===== src/design/salc_ram.sv =====
// Generic single-write, single-read RAM with a registered read port.
module salc_ram #(
   parameter int WIDTH = 8,
   parameter int DEPTH = 16
) (
   input  logic                                   clock,
   input  logic                                   wr_en,
   input  logic [(DEPTH > 1 ? $clog2(DEPTH) : 1)-1:0] wr_addr,
   input  logic [WIDTH-1:0]                       wr_data,
   input  logic [(DEPTH > 1 ? $clog2(DEPTH) : 1)-1:0] rd_addr,
   output logic [WIDTH-1:0]                       rd_data
);
   logic [WIDTH-1:0] mem_ff [DEPTH];
   logic [WIDTH-1:0] rd_data_ff;

   // Write port and registered read port.
   always_ff @(posedge clock) begin
      if (wr_en) begin
         mem_ff[wr_addr] <= wr_data;
      end
      rd_data_ff <= mem_ff[rd_addr];
   end

   assign rd_data = rd_data_ff;
endmodule


===== config.mk =====
export PLATFORM = sky130hd
export DESIGN_NAME = salc_ram
export DESIGN_NICKNAME = d
export VERILOG_FILES = /design/src/design/salc_ram.sv
export SDC_FILE = /design/constraint.sdc
export NUM_CORES = 1
export LEC_CHECK = 0
export BUFFER_PORTS_ARGS = -buffer_cell sky130_fd_sc_hd__buf_4
export CAP_MARGIN = 10
export CORE_ASPECT_RATIO = 1.2
export CORE_MARGIN = 4
export CORE_UTILIZATION = 55
export DETAILED_ROUTE_END_ITERATION = 8
export GPL_TIMING_DRIVEN = 0
export MAX_ROUTING_LAYER = met4
export PLACE_DENSITY = 0.73
export SYNTH_ARGS = -nofsm -noshare
export SYNTH_HDL_FRONTEND = slang
export SYNTH_SLANG_ARGS = --single-unit

===== constraint.sdc =====
create_clock -name clock -period 1.79 [get_ports clock]
set_input_delay 0.0895 -clock clock [delete_from_list [all_inputs] [get_ports clock]]
set_output_delay 0.0895 -clock clock [all_outputs]
set_load 0.05 [all_outputs]

Word-level counts from Yosys, hierarchy flattened --
Memory sizes are Yosys's and may differ from the RTL's. A register that Yosys moved wholly into a read port is not among the register bits. Cells that the tools add are included. W data, S select, Z words.
Storage, ports and cells: memories 1, memory bits (writable) 128, input port bits 18, logic and storage cells 3, register bits after elaboration 0, output and inout port bits 8
Memory list:
- mem_ff | words 16, width 8, rd ports 1, clocked after memory_dff 1, wr ports 1, line 13 | logic [WIDTH-1:0] mem_ff [DEPTH];
Operators by class: mux-type cells 2
Operators by type and width (number):
- $mux W1 | 2

Logic depth before layout (Yosys ltp) --
Gate-level depths: netlist (run 1).
word-level depth 2, mapped depth 5, depth with buffers taken out 3

Worst setup path after synthesis (run 1) --
OpenSTA, ideal clock, no wires.
path type input to register, start in wr_addr[2] in the netlist's numbering, end mem mem_ff[0][0], enable pin, stages 2, buffers on the path 0, data required time 1.407 ns, arrival time 1.199 ns, library setup time 0.383 ns, path slack 0.208 ns, path through or3b_2 -> nor3_1
RTL lines:
- from (decl) | line 8 | input logic [(DEPTH > 1 ? $clog2(DEPTH) : 1)-1:0] wr_addr,
- to (decl) | line 13
No word-level cell before the write port.

Worst setup path in the final report (run 1) --
start in wr_addr[1] in the netlist's numbering, end mem mem_ff[0][1], enable pin
No word-level cell before the write port.

==> results of run 1 <==
## metrics by stage
step	total power [mW]	hold slack (ns)	cells	instance area [µm²]
4_1_cts	7.39	0.0742	418	6180
3_5_place_dp	4.08	0.415	375	5490
5_1_grt	7.58	0.103	420	6190
2_1_floorplan	3.90	0.188	229	5150
6_report	7.36	0.116	420	6190
3_3_place_gp	4.06	0.398	373	5480
## power groups by stage
stage          Clock [mW]  Sequential [mW]  Combinational, mW
6_report             3.33             3.58              0.450
5_1_grt              3.52             3.58              0.479
4_1_cts              3.35             3.58              0.455
3_5_place_dp            0             3.64              0.436
3_3_place_gp            0             3.64              0.425
2_1_floorplan           0             3.72              0.181
## Yosys cell counts
cell type        instances
buf_2                    3
mux4_2                  18
nor2_1                  13
nand3b_1                 2
dfxtp_1                  8
nand2_1                  9
nor3_1                   4
clkdlybuf4s25_2          3
buf_6                    3
nand3_1                  1
mux4_1                  14
or3b_2                   1
buf_4                    1
and2b_1                  1
edfxtp_1               128
and2_1                   1
nand2b_1                 2
a22oi_1                 16
nor2b_1                  1
## state kept, by name, summed over array words and instances (netlist names)
signal / flops
rd_data: 8
mem_ff: 128
## cell type report
cell class                      instances  share of cell area, %
Sequential cell                       136                   64.7
Multi-Input combinational cell         83                   17.1
Clock buffer                           24                   7.76
Timing Repair Buffer                   39                   5.10
Tap cell                              120                   2.43
Clock inverter                          8                   1.54
Buffer                                 10                   1.40
## worst paths after layout
path | from | endpoint | slack [ns] | depth (start not counted)
setup / recovery | wr_addr[1] | mem_ff[0][1] | 0.29 | 4
hold / removal | rd_addr[1] | rd_data[7] | 0.12 | 4
setup reg to reg | mem_ff[0][0] | rd_data[0] | 0.33 | 3
hold reg to reg | mem_ff[14][3] | rd_data[3] | 0.68 | 3
## placed cells by master (no fill, tap or decap), types with 3 or more instances in the layout
cell type        Yosys  final
a22oi_1             16     16
buf_2                3      5
buf_4                1     27
buf_6                3      3
clkbuf_1             0      3
clkbuf_16            0     16
clkbuf_8             0      5
clkdlybuf4s25_2      3      3
clkinv_2             0      4
dfxtp_1              8      8
dlygate4sd3_1        0     11
edfxtp_1           128    128
mux4_1              14     14
mux4_2              18     18
nand2_1              9      9
nor2_1              13     13
nor3_1               4      4
## layer usage
metal	GRT usage (%)	vias up
li1	-	1090
met1	26.7	1292
met2	31.7	105
met3	6.27	15
met4	8.42	0
met5	-	-
## worst max-delay path, stage by stage
cell           delay (ns)
dlygate4sd3_1        0.53
buf_4                0.16
nor3_1               0.25
dlygate4sd3_1        0.69
## timing repair
action / CTS / global route
hold endpoints to repair: 134 / 0
hold buffers: 11 / 0
endpoints found under the setup margin: 0 / 0
buffers inserted: 0 / 0
## cells by family after synthesis
group | count (synthesis)
AO/OA/AOI/OAI | 16
buffers and inverters | 10
flip-flops | 136
multiplexers | 32
AND/OR/NAND/NOR | 35
==> run metrics, run 1 <==
run status=complete, no violations; Crit Path Max Fanout=7; final core occ=approximately two thirds; Clock Latency Late Sink=0.53 ns; core area=just over 9000 µm²; Synth Area in Compound Gates=under 10%; post-synthesis simple-gate area fraction=under 10%; Sink Count=between 100 and 150; area used by multi-input combinational logic=around 1100 µm²; Die Y-Extent=114 µm; DP Worst Slack=-0.0675 ns; die area=around 11000 µm²; Starting DRT DRC Count=268; Setup Crit Path Kind=input port to flip-flop; Max-Cap Viols=0; Routed WL=approximately 9.7 mm; switching power share of the total=about a fifth; Port Buf Inserts=24; Layout area overhead=20.2%; initial antenna violation count=0; Worst Hold Class=input port to flip-flop; Starting Density=56.7%; top cell type's share of synthesized area=between 70% and 80%; hpwl dp=just over 6 mm; RSZ-0062 raised after global routing=false; Reg power frac=between 40 and 50%; Storage cell area=approximately 4000 µm²; Slew Viols, Final=0; Seq cells post-synth=about 140; Setup WS post-layout=slightly below 0.3 ns; Post-Synth Adder-Cell Area=0%; wl on met1=about 3.8 mm; Final Hold Fails=0; syn_nets=between 200 and 250; CTS tree=done; clk root buf=clkbuf_8; WL per Instance=~23 µm; number of global-route vias before repair=approximately 2500; XOR/XNOR Fraction of Synth Area=0%; Total GRT Usage=20.9%; Leak=between 2 and 2.5 nW; crit path DAT=about 1.7 ns; Clock transition at path regs=~0.06 ns; fmax=between 600 and 700 MHz; multiplexer area fraction after synthesis=between 10% and 20%; H-tree Lvls=4; Syn Inst Count=approximately 230; met3 routed WL=around 800 µm; Critical Path RT=2.02 ns; Die X=about 96 µm; nature of the critical path endpoint=flip-flop; Final #Nets=about 310; final worst-path cycle share=83.8%; fillers=between 500 and 600; Overflow after GRT=0; Gate power share=6.1%; Remaining DRCs=0; largest family of logic cells by synthesized area=multiplexers; register area share after synthesis=between 70 and 80%; Final GP Congestion=0.753; synthesized area=5150 µm²; Avg Synthesized Cell Area=~22 µm²; pin count of the biggest net entering global routing=17; row count=38; yosys warns=0; VDD IR max=roughly 0.79 mV; Vias=2502; Slew @ Worst Pin=0.810 ns; Clk network pwr share=a little under half; Clock Tree Buf Depth=2; # resized after CTS=0; Internal Power=a little under 6 mW; Vias per Instance=5.96; Relative slew margins=a little under half; Layout Skew=between 0.006 and 0.007 ns; DRT antenna net count=0; Setup crit start kind=input port; Top Ports=26; P_sw=~1.5 mW; main area contributors after synthesis=edfxtp_1 (75%), mux4_2 (7.9%), mux4_1 (7.1%); Max Used Layer=met4; met2 wire length=around 4.9 mm; Final Setup Violations=0; PD cells=roughly 1200 nW/µm²; Antenna Diode Count=0; First-pass DRT Iterations=4; post-synth cell types=19; first-pass GRT wire length=14.9 mm; largest area contributor in the synthesized netlist=edfxtp_1; CTS buffer count=17; min Tclk post-route=~1.5 ns; layout cell share with drive strength beyond 1=28.7%; setup TNS=0 ns
(Power assumes the default switching activity.)
==> run 2, diff against run 1 <==
- ABC_AREA: not set -> 1
- PLACE_DENSITY: 0.73 -> 0.72
- clock period: 1.79 -> 1.5 ns (I/O delays scaled with it)
==> run metrics, run 2 <==
run status=complete, no violations; H-tree Lvls=4; Vias=between 3000 and 4000; Slew @ Worst Pin=roughly 0.96 ns; Final #Nets=around 600; Die X=just over 100 µm; crit path DAT=~1.2 ns; met3 routed WL=around 950 µm; Clock Tree Buf Depth=2; Layout area overhead=14.9%; commonest non-fill, non-tap cell in the layout=nand2_1; Total GRT Usage=about a quarter; Post-synth ARST share=0%; Synth Flop Type=edfxtp_1; Post-CTS Setup Bufs=0; min Tclk post-route=between 1 and 1.5 ns; max reg flops=approximately 130; Final GP Congestion=between 0.9 and 1; largest area contributor in the synthesized netlist=edfxtp_1; first-pass GRT wire length=around 21 mm; First-pass DRT Iterations=6; XOR/XNOR Fraction of Synth Area=0%; layout cell share with drive strength beyond 1=around an eighth; Clock transition at path regs=~0.060 ns; VDD IR max=between 0.8 and 0.9 mV; pin count of the biggest net entering global routing=17; met2 wire length=roughly 6.6 mm; Max Used Layer=met4; Clock Latency Late Sink=0.41 ns; Setup Crit Path Kind=input port to flip-flop; clk root buf=clkbuf_16; most frequent cells after synthesis=nand2_1 (173), edfxtp_1 (128), inv_1 (100); CTS tree=done; Placed Instances=approximately 700; top cell type's share of synthesized area=between 60% and 70%; register area share after synthesis=69.4%; Port Buf Inserts=22; Top Ports=26; die area=12200 µm²; Slew Viols, Final=0; Starting DRT DRC Count=~390; Overflow after GRT=0; Final Hold Fails=0; Critical Path RT=1.53 ns; R2R setup slack=0.42 ns; Antenna Diode Count=0; Leak=2.89 nW; Crit Path Max Fanout=8; syn_nets=between 500 and 600; Sink Count=about 140; PD cells=approximately 1300 nW/µm²; initial antenna violation count=0; number of global-route vias before repair=approximately 3800; largest family of logic cells by synthesized area=simple AND/OR/NAND/NOR gates; main area contributors after synthesis=edfxtp_1 (67%), nand2_1 (11%), nand3_1 (8.4%); Syn Inst Count=551; Vias per Instance=5.32; Worst Hold Class=input port to flip-flop; Routed WL=roughly 13 mm; most frequent cell after synthesis=nand2_1; fillers=just under 800; CTS buffer count=17; fmax=838 MHz; nature of the critical path endpoint=flip-flop; hold bufs inserted after CTS=2; Max-Cap Viols=0; area used by multi-input combinational logic=between 1000 and 1500 µm²; Reg with most FFs=mem_ff; Die Y-Extent=approximately 120 µm; Remaining DRCs=0; Seq cells post-synth=roughly 140; wl on met1=between 5 and 6 mm; Storage cell area=approximately 4000 µm²; final worst-path cycle share=about four fifths; post-synthesis simple-gate area fraction=21.0%; yosys warns=0; # resized after CTS=0; hpwl dp=~8.8 mm; Setup crit start kind=input port; multiplexer area fraction after synthesis=0%; WL per Instance=around 18 µm; Synth Area in Compound Gates=0%; Relative slew margins=~35%; Post-Synth Adder-Cell Area=0%; Layout Skew=between 0.007 and 0.008 ns; DRT antenna net count=0; row count=40; core area=10100 µm²; Post-synth EDFFs=around 130; Tot Pwr=~8.5 mW; Final Setup Violations=0; synthesized area=between 5000 and 6000 µm²; commonest non-fill, non-tap cells in the layout=nand2_1 (173), edfxtp_1 (128), inv_1 (100), nand3_1 (97), buf_4 (26); Layout Cells excl Fill=733; RSZ-0062 raised after global routing=false; Avg Synthesized Cell Area=between 10 and 15 µm²; post-synth cell types=12; Starting Density=between 50% and 60%
-- run 2: cell types whose count changed in the layout (fill, tap and decap cells not counted), sizes merged, moves of 4 or more --
cell         change
buf             +11
dlygate4sd3      -9
inv            +102
nor3             -4
nor2             +4
a22oi           -16
mux4            -32
nand3           +96
nand2          +164
-- run 2: where the power goes --
group,switching [mW],internal [mW],total [mW]
clock network,1.42,2.18,3.61
logic,0.471,0.192,0.663
registers,0.0218,4.25,4.27
total,1.91,6.63,8.54
-- run 2: path summary, 6_finish.rpt --
check                  to     startpoint  cells past startpoint
max          mem_ff[7][1]     wr_addr[3]                      3
min          mem_ff[5][2]     wr_data[2]                      1
max reg2reg    rd_data[0]   mem_ff[7][0]                      6
min reg2reg    rd_data[7]  mem_ff[13][7]                      6
-- run 2: logic make-up after synthesis --
family / count (synthesis)
flops: 136
buf+inv: 126
simple gates: 289
-- run 2: worst max-delay path, stage by stage --
cell and delay [ns]:
buf_4 0.12, nand3b_1 0.27, nor2_1 0.75
-- run 2: final cells by class --
type                            count  share of cell area (%)
Sequential cell                   136                    60.4
Clock buffer                       23                    7.08
Buffer                             24                    2.51
Multi-Input combinational cell    289                    18.3
Clock inverter                      9                   0.755
Inverter                          102                    5.78
Tap cell                          126                    2.38
Timing Repair Buffer               24                    2.79
-- run 2: metal layers --
metal / global-route usage, % / vias up
met4: 9.06 / 0
met1: 32.1 / 1873
li1: - / 1860
met3: 5.25 / 12
met5: - / -
met2: 37.5 / 158
-- run 2: through the flow --
stage               instance area (µm²)  TNS (ns)  hold slack [ns]  worst slack [ns]  util (%)
detailed placement                 6090     -2.16            0.420           -0.0896      60.2
global placement                   6090    -0.769            0.413           -0.0776      60.2
finish                             6630         0           0.0362             0.306      65.6
CTS                                6630         0           0.0185             0.342      65.6
global route                       6630         0           0.0316             0.275      65.6
floorplan                          5770         0            0.174             0.474         -
